--- src/hdl/line_substring_matcher_macros.svh ---
// Assertion macros for the line substring matcher RTL.
// No dependencies; included by line_substring_matcher.sv, which carries concurrent assertions.
`ifndef LINE_SUBSTRING_MATCHER_MACROS_SVH
`define LINE_SUBSTRING_MATCHER_MACROS_SVH

// Clocked assertion with an explicit clock and active-low reset.
`define LSM_ASSERT_CLK(label, clk, rst_n, prop, msg) \
  label: assert property (@(posedge clk) disable iff (!(rst_n)) (prop)) else $error(msg);

// Assertion on the default clock and reset names of this project.
`define LSM_ASSERT(label, prop, msg) \
  `LSM_ASSERT_CLK(label, clk_i, rst_ni, prop, msg)

`endif

--- src/hdl/lsm_pkg.sv ---
// Package for the line substring matcher: widths, codes and shared types.
// No dependencies; imported by lsm_cell and line_substring_matcher.
`timescale 1ns / 1ps
`default_nettype none

package lsm_pkg;

  localparam int unsigned BYTE_W = 8;
  localparam int unsigned LEN_W  = 5;
  localparam int unsigned PAT_W  = 64;
  localparam int unsigned LINE_W = 32;
  localparam int unsigned ADDR_W = 5;
  localparam int unsigned DATA_W = 64;

  typedef logic [BYTE_W-1:0] byte_t;
  typedef logic [LEN_W-1:0]  len_t;
  typedef logic [PAT_W-1:0]  pat_t;
  typedef logic [LINE_W-1:0] line_t;

  localparam byte_t NEWLINE_BYTE = 8'd10;

  // Register index, taken from the doubleword address bits.
  typedef enum logic [1:0] {
    REG_LENGTH = 2'd0,
    REG_LOW    = 2'd1,
    REG_HIGH   = 2'd2
  } cfg_reg_e;

  // What one cell reports about the byte it is about to hold.
  typedef struct packed {
    logic valid;  // the byte belongs to the current line
    logic eq;     // the byte equals the pattern byte aligned to this cell
  } cell_status_t;

endpackage

`default_nettype wire

--- src/hdl/lsm_cell.sv ---
// One window cell of the line substring matcher: a text byte and its valid bit.
// Depends on lsm_pkg; instantiated in a chain by line_substring_matcher.
`timescale 1ns / 1ps
`default_nettype none

module lsm_cell (
  input  wire                       clk_i,
  input  wire                       rst_ni,
  input  wire                       shift_i,
  input  wire                       clear_i,
  input  lsm_pkg::byte_t            byte_i,
  input  wire                       valid_i,
  input  lsm_pkg::byte_t            pat_i,
  output lsm_pkg::byte_t            byte_o,
  output logic                      valid_o,
  output lsm_pkg::cell_status_t     status_o
);
  import lsm_pkg::*;

  byte_t win_q;
  logic  vld_q;

  // The byte payload needs no reset; the valid bit hides it.
  always_ff @(posedge clk_i) begin
    if (shift_i) begin
      win_q <= byte_i;
    end
  end

  always_ff @(posedge clk_i or negedge rst_ni) begin
    if (!rst_ni) begin
      vld_q <= 1'b0;
    end else if (clear_i) begin
      vld_q <= 1'b0;
    end else if (shift_i) begin
      vld_q <= valid_i;
    end
  end

  // Status refers to the incoming byte, i.e. the window after this shift.
  assign status_o.valid = valid_i;
  assign status_o.eq    = (byte_i == pat_i);

  assign byte_o  = win_q;
  assign valid_o = vld_q;

endmodule

`default_nettype wire

--- src/hdl/line_substring_matcher.sv ---
// Line substring matcher top level: APB register file, cell chain, output stage.
// Depends on lsm_pkg, lsm_cell and line_substring_matcher_macros.svh.
//
// Usage: text enters one byte per transaction on the in channel (in_valid_i,
// in_ready_o, text_byte_i). A byte of value 10 ends a line. The first time in
// a line that the newest bytes equal the configured pattern, one transaction
// leaves on the out channel (out_valid_o, out_ready_i, line_number_o) with the
// number of that line; lines count from 1 and saturate at all ones.
// The pattern and its length are set over the APB port before text is sent.
// Throughput: one byte per cycle when no result is stalled, set by the shift
// of the cell chain and the parallel compare of all cells against the aligned
// pattern. Latency: the result appears in the cycle after the byte that
// completes the match was accepted.
// Stalls: a pending result sits in the output register; input bytes are still
// taken while out_ready_i is high or no result is pending, and the input is
// held off only while a result waits and the receiver is not ready.
// Reset: asynchronous, active low. It empties the window, clears the found
// flag, sets the line number to 1 and the pattern length register to 1 with
// both pattern registers zero. No clearing pass is needed.
`timescale 1ns / 1ps
`default_nettype none

`include "line_substring_matcher_macros.svh"

module line_substring_matcher #(
  parameter int unsigned MAX_PATTERN = 16
) (
  input  wire                    clk_i,
  input  wire                    rst_ni,
  // Text input channel.
  input  wire                    in_valid_i,
  output logic                   in_ready_o,
  input  lsm_pkg::byte_t         text_byte_i,
  // Result channel.
  output logic                   out_valid_o,
  input  wire                    out_ready_i,
  output lsm_pkg::line_t         line_number_o,
  // APB configuration port.
  input  wire                    psel,
  input  wire                    penable,
  input  wire                    pwrite,
  input  wire [lsm_pkg::ADDR_W-1:0] paddr,
  input  wire [lsm_pkg::DATA_W-1:0] pwdata,
  output logic [lsm_pkg::DATA_W-1:0] prdata,
  output logic                   pready
);
  import lsm_pkg::*;

  // ---------------------------------------------------------------------
  // Configuration registers. Register i sits at byte address 8*i, so the
  // index is taken from paddr[4:3]; the fourth slot is unmapped.
  // ---------------------------------------------------------------------
  len_t pat_len_q;
  pat_t pat_low_q;
  pat_t pat_high_q;
  logic cfg_wr;

  assign pready = 1'b1;
  assign cfg_wr = psel && penable && pwrite;

  always_ff @(posedge clk_i or negedge rst_ni) begin
    if (!rst_ni) begin
      pat_len_q  <= len_t'(1);
      pat_low_q  <= '0;
      pat_high_q <= '0;
    end else if (cfg_wr) begin
      unique case (paddr[4:3])
        REG_LENGTH: pat_len_q  <= pwdata[LEN_W-1:0];
        REG_LOW:    pat_low_q  <= pwdata;
        REG_HIGH:   pat_high_q <= pwdata;
        default: ;
      endcase
    end
  end

  always_comb begin
    unique case (paddr[4:3])
      REG_LENGTH: prdata = DATA_W'(pat_len_q);
      REG_LOW:    prdata = pat_low_q;
      REG_HIGH:   prdata = pat_high_q;
      default:    prdata = '0;
    endcase
  end

  // A length of zero acts as one, anything beyond the chain as its full length.
  len_t len_eff;
  always_comb begin
    priority if (pat_len_q == '0) begin
      len_eff = len_t'(1);
    end else if (pat_len_q > len_t'(MAX_PATTERN)) begin
      len_eff = len_t'(MAX_PATTERN);
    end else begin
      len_eff = pat_len_q;
    end
  end

  // Cell i holds the byte that arrived i items ago, so it is compared with
  // pattern byte len-1-i. Cells at or beyond the length are masked off.
  logic [2*PAT_W-1:0]     pat_all;
  byte_t                  pat_cell [MAX_PATTERN];
  logic [MAX_PATTERN-1:0] in_use;

  assign pat_all = {pat_high_q, pat_low_q};

  always_comb begin
    for (int i = 0; i < MAX_PATTERN; i++) begin
      len_t k;
      k           = len_eff - len_t'(i) - len_t'(1);
      pat_cell[i] = pat_all[k[3:0]*BYTE_W +: BYTE_W];
      in_use[i]   = (len_t'(i) < len_eff);
    end
  end

  // ---------------------------------------------------------------------
  // Handshake and line control.
  // ---------------------------------------------------------------------
  logic  in_fire;
  logic  is_newline;
  logic  shift;
  logic  found_q, found_d;
  line_t line_q, line_d;
  logic  out_valid_q, out_valid_d;
  line_t out_line_q;
  logic  match;

  assign in_ready_o = !out_valid_q || out_ready_i;
  assign in_fire    = in_valid_i && in_ready_o;
  assign is_newline = (text_byte_i == NEWLINE_BYTE);
  assign shift      = in_fire && !is_newline;

  // ---------------------------------------------------------------------
  // Cell chain. Every accepted text byte but a newline enters cell 0 and
  // each cell hands its byte and valid bit on to the next one. A newline drops
  // all valid bits, which hides the old window contents from the compare.
  // ---------------------------------------------------------------------
  byte_t                  chain_byte  [MAX_PATTERN+1];
  logic [MAX_PATTERN:0]   chain_valid;
  cell_status_t           status      [MAX_PATTERN];
  logic [MAX_PATTERN-1:0] hit_or_unused;

  assign chain_byte[0]  = text_byte_i;
  assign chain_valid[0] = 1'b1;

  for (genvar g = 0; g < MAX_PATTERN; g++) begin : g_cell
    lsm_cell u_cell (
      .clk_i    (clk_i),
      .rst_ni   (rst_ni),
      .shift_i  (shift),
      .clear_i  (in_fire && is_newline),
      .byte_i   (chain_byte[g]),
      .valid_i  (chain_valid[g]),
      .pat_i    (pat_cell[g]),
      .byte_o   (chain_byte[g+1]),
      .valid_o  (chain_valid[g+1]),
      .status_o (status[g])
    );
    assign hit_or_unused[g] = (status[g].valid && status[g].eq) || !in_use[g];
  end

  // The last byte of the chain falls off the end and is not needed.
  byte_t unused_tail;
  logic  unused_tail_valid;
  assign unused_tail       = chain_byte[MAX_PATTERN];
  assign unused_tail_valid = chain_valid[MAX_PATTERN];

  assign match = shift && !found_q && (&hit_or_unused);

  always_comb begin
    found_d = found_q;
    line_d  = line_q;
    if (in_fire && is_newline) begin
      found_d = 1'b0;
      if (line_q != '1) begin
        line_d = line_q + line_t'(1);
      end
    end else if (match) begin
      found_d = 1'b1;
    end
  end

  always_comb begin
    out_valid_d = out_valid_q;
    if (match) begin
      out_valid_d = 1'b1;
    end else if (out_ready_i) begin
      out_valid_d = 1'b0;
    end
  end

  always_ff @(posedge clk_i or negedge rst_ni) begin
    if (!rst_ni) begin
      found_q     <= 1'b0;
      line_q      <= line_t'(1);
      out_valid_q <= 1'b0;
    end else begin
      found_q     <= found_d;
      line_q      <= line_d;
      out_valid_q <= out_valid_d;
    end
  end

  always_ff @(posedge clk_i) begin
    if (match) begin
      out_line_q <= line_q;
    end
  end

  assign out_valid_o   = out_valid_q;
  assign line_number_o = out_line_q;

  // ---------------------------------------------------------------------
  // Assertions.
  // ---------------------------------------------------------------------
  `LSM_ASSERT(a_result_sets_found, $rose(out_valid_q) |-> found_q,
              "result issued without the found flag set")
  `LSM_ASSERT(a_newline_clears, (in_fire && is_newline) |=> (!found_q && !chain_valid[1]),
              "newline did not clear the found flag and window")
  `LSM_ASSERT(a_line_nonzero, line_q != '0, "line number reached zero")
  `LSM_ASSERT(a_stall_blocks_input, (out_valid_q && !out_ready_i) |-> !in_ready_o,
              "input taken while a result is stalled")

endmodule

`default_nettype wire
--- config.mk ---
export PLATFORM = sky130hd
export DESIGN_NAME = line_substring_matcher
export DESIGN_NICKNAME = d
export VERILOG_FILES = /design/src/hdl/lsm_pkg.sv /design/src/hdl/lsm_cell.sv /design/src/hdl/line_substring_matcher.sv
export VERILOG_INCLUDE_DIRS = /design/src /design/src/hdl
export SDC_FILE = /design/constraint.sdc
export NUM_CORES = 1
export LEC_CHECK = 0
export ABC_AREA = 1
export BUFFER_PORTS_ARGS = -buffer_cell sky130_fd_sc_hd__buf_4
export CAP_MARGIN = 20
export CORE_AREA = 2 2 195 197
export DETAILED_ROUTE_END_ITERATION = 8
export DIE_AREA = 0 0 197 199
export PLACE_DENSITY = 0.79
export REMOVE_ABC_BUFFERS = 1
export SYNTH_ARGS = -nofsm -noshare
export SYNTH_HDL_FRONTEND = slang
export SYNTH_SLANG_ARGS = --single-unit
--- constraint.sdc ---
create_clock -name clk_i -period 21.7 [get_ports clk_i]
set_input_delay 1.085 -clock clk_i [delete_from_list [all_inputs] [get_ports clk_i]]
set_output_delay 1.085 -clock clk_i [all_outputs]
set_load 0.02 [all_outputs]
==> impl_metrics.py <==
metrics = {
    "floorplanning": {
        "die_x_um": 197,
        "initial_core_util": 0.592,
        "pin_count": 183,
        "coreArea_um2": 37100,
        "dieArea_um2": 39200,
        "rows": 71,
        "die_h_um": 199,
    },
    "cts": {
        "cts_resized": 0,
        "hold_buffers": 0,
        "cts_buffers": 38,
        "cts.sink_count": 334,
        "clk-insertion-delay-late_ns": 0.59,
        "cts.path.max_buffers": 3,
        "clock-root-buffer": "clkbuf_16",
        "cts_tree": "done",
        "postCtsSetupBuffers": 0,
        "clk_pin_slew_ns": 0.06,
        "cts.htree.levels": 2,
    },
    "setup_path": {
        "crit_top_cell": "nand2_1",
        "worstPathArrival_ns": 7.51,
        "crit_cells": 25,
        "path_buf_inv": 6,
        "path_delay_family": "buffers and inverters",
        "cp-start-kind": "flip-flop",
        "endpoint_kind": "flip-flop",
        "crit_required_ns": 21.94,
        "critPathSlowestCell": "clkinv_2",
        "worstReg2RegEnd": "line_number_o[27]$_DFFE_PP_",
        "slowest_delay_ns": 0.80,
        "crit_fanout": 66,
        "rrSetupSlack_ns": 14.42,
        "worstReg2RegStart": "pat_len_q[4]$_DFFE_PN0P_",
        "worstSetupPathType": "reg -> reg",
        "ff2ff_path_depth": 25,
    },
    "global_routing": {
        "grt_pass1_wl_mm": 126,
        "grt_start_max_net_pins": 129,
        "grt_pass1_vias": 21700,
        "antenna_found_initial": 0,
        "grt-ovfl-total": 0,
        "globalRouteTotalUtil": 0.431,
    },
    "synth": {
        "syn_avg_cell_area_um2": 6.92,
        "synthesis.area_um2": 22000,
        "ys_ff_latch": 334,
        "synth_edf_count": 152,
        "synth_top_family_by_area": "simple AND/OR/NAND/NOR gates",
        "synth_xor_area_frac": 0.0241,
        "yosysSeqAreaShare": 0.415,
        "synth_cell_types": 41,
        "async_reset_ff_frac": 0.545,
        "synth_mux_area_frac": 0.000512,
        "synth-compound-area-share": 0.0673,
        "synthAdderAreaFrac": 0.00228,
        "synth_ff_type": "dfrtp_1",
        "synth_cells": 3177,
        "ys_warn_count": 0,
        "synth-simple-area-share": 0.415,
    },
    "flow_run": {
        "cap_violations": 0,
    },
    "sta": {
        "period_share": 0.335,
        "fmax_ghz": 0.137,
        "final_hold_viol_count": 0,
        "setup_viol": 0,
        "finalCriticalPeriod_ns": 7.28,
        "fin_tns_setup_ns": 0,
        "tightestPinTransition_ns": 1.23,
        "skew_ns": 0.0186,
        "setup_slack_ns": 14.42,
        "slew_headroom": 0.178,
        "slew_viol_final": 0,
        "fin_hold_ws_ns": 0.452,
        "rsz0062_at_grt": "no",
    },
    "detailed_routing": {
        "drc": 9,
        "wl_per_cell_um": 22.6,
        "drt-total-wl_mm": 85.1,
        "routed_via_density": 6.35,
        "drt_iter0_drc": 3585,
        "firstDrtPassIters": 9,
        "antenna_left": 0,
        "dr_total_vias": 23900,
    },
    "final_layout": {
        "finalNetCount": 3352,
        "area_delta_synth_final_pct": 13.4,
        "final_cell_area_um2": 24900,
        "layout-drive-gt1-share": 0.0962,
        "diodes": 0,
        "fin_util": 0.671,
    },
    "min_path": {
        "holdPathEnd": "g_cell[10].u_cell.byte_o[7]$_DFFE_PP_",
        "min_path_type": "reg -> reg",
        "whs_path_depth": 0,
        "hp-start": "g_cell[9].u_cell.byte_o[7]$_DFFE_PP_",
    },
    "run_status": {
        "status": "finished with violations",
        "violations": "DRC",
    },
    "place": {
        "gp_routability_congestion": 1.06,
        "port-buffer-count": 178,
        "dpl-instance-area_um2": 23500,
        "place_ws_ns": 14.78,
        "dp_hpwl_mm": 58.7,
    },
    "power_and_ir_drop": {
        "p_leak_uw": 0.0121,
        "p_per_area_nw_per_um2": 123,
        "ir_worst_vdd_v": 0.0000822,
    },
}
-- routing by layer --
layer | vias up | wire (um) | GRT usage
li1 | 10800 | - | -
met1 | 11000 | 32200 | 0.576
met2 | 1804 | 36400 | 0.651
met3 | 334 | 12000 | 0.110
met4 | 0 | 4530 | 0.214
met5 | - | 0 | 0
-- synth_stat cells (2+ instances only) --
cell,n,area [um^2]
dfstp_2,2,52.6
o22ai_1,72,450
nor4_1,8,50.1
nand4_1,12,75.1
or2_2,3,18.8
o21ai_2,2,17.5
a21oi_1,14,70.1
a21oi_2,2,17.5
o21ai_1,12,60.1
a21o_1,5,37.5
o21ai_0,146,731
clkbuf_1,83,312
buf_1,35,131
xor2_2,3,48.8
nand2_1,1070,4020
inv_2,11,41.3
xor2_1,33,289
inv_1,244,916
buf_4,3,22.5
nand3_1,815,4080
xnor2_1,22,193
dfrtp_1,180,4500
buf_2,47,235
o221ai_1,5,43.8
nand3b_1,43,323
nor3_1,12,60.1
edfxtp_1,152,4560
nand2_2,4,25.0
ha_1,4,50.1
nor2_1,119,447
o211ai_1,4,30.0
-- through the flow --
stage	total power (uW)	instances
floorplan	1760	3009
global placement	2250	3696
detailed placement	2280	3696
CTS	2980	3766
global route	3200	3768
finish	3060	3768
-- where the power goes --
group / internal [uW] / total, uW / leakage, uW / switching [uW]
Sequential: 742 / 794 / 0.00371 / 51.9
Combinational: 428 / 1570 / 0.00776 / 1140
Clock: 406 / 696 / 0.000637 / 290
Total: 1580 / 3060 / 0.0121 / 1480
-- layout by cell type, fill, tap and decap left out, drive strengths merged --
cell	n
o21a	1
or2	3
clkinv	13
nand3b	43
nand2	1074
dfstp	2
o21bai	1
buf	214
inv	255
nand3	815
a21oi	16
o211ai	4
nor3	12
and2	2
o21ai	160
nand4	12
bufinv	4
dfrtp	180
o31ai	1
o221ai	5
ha	4
o22ai	72
xor2	36
nor4	8
or3	1
nor2	120
mux2	1
xnor2	22
conb	1
edfxtp	152
clkinvlp	4
a21o	5
clkbuf	51
-- area by class of cell --
cell class / instances / area (um^2)
fill: 3161 / 12200
clock inverter: 20 / 229
multi-input combinational: 2419 / 11300
inverter: 256 / 962
tap: 474 / 593
clock buffer: 50 / 1100
sequential: 334 / 9120
timing repair buffer: 215 / 1660
-- worst max path at each step --
stage                     slack (ns)                     start                           to
final                          14.42  pat_len_q[4]$_DFFE_PN0P_  line_number_o[27]$_DFFE_PP_
after floorplan                10.60               out_ready_i   line_number_o[0]$_DFFE_PP_
after global routing           14.35  pat_len_q[4]$_DFFE_PN0P_   line_number_o[1]$_DFFE_PP_
after global placement         14.86  pat_len_q[4]$_DFFE_PN0P_  line_number_o[29]$_DFFE_PP_
after detailed placement       14.78  pat_len_q[4]$_DFFE_PN0P_  line_number_o[29]$_DFFE_PP_
after CTS                      14.78  pat_len_q[4]$_DFFE_PN0P_   line_number_o[1]$_DFFE_PP_
-- state kept, by name, summed over array words and instances, names as in the netlist --
signal / count
pat_high_q: 64
g_cell.u_cell.byte_o: 120
g_cell.u_cell.valid_o: 15
out_valid_o: 1
pat_len_q: 5
pat_low_q: 64
line_number_o: 32
found_q: 1
line_q: 32
-- logic make-up after synthesis --
group	Yosys count
xor+xnor	58
fa+ha+maj	4
other cells	1
mux	1
flops	334
simple gates	2090
compound gates	265
buf+inv	424
(Power assumes the default switching activity.)
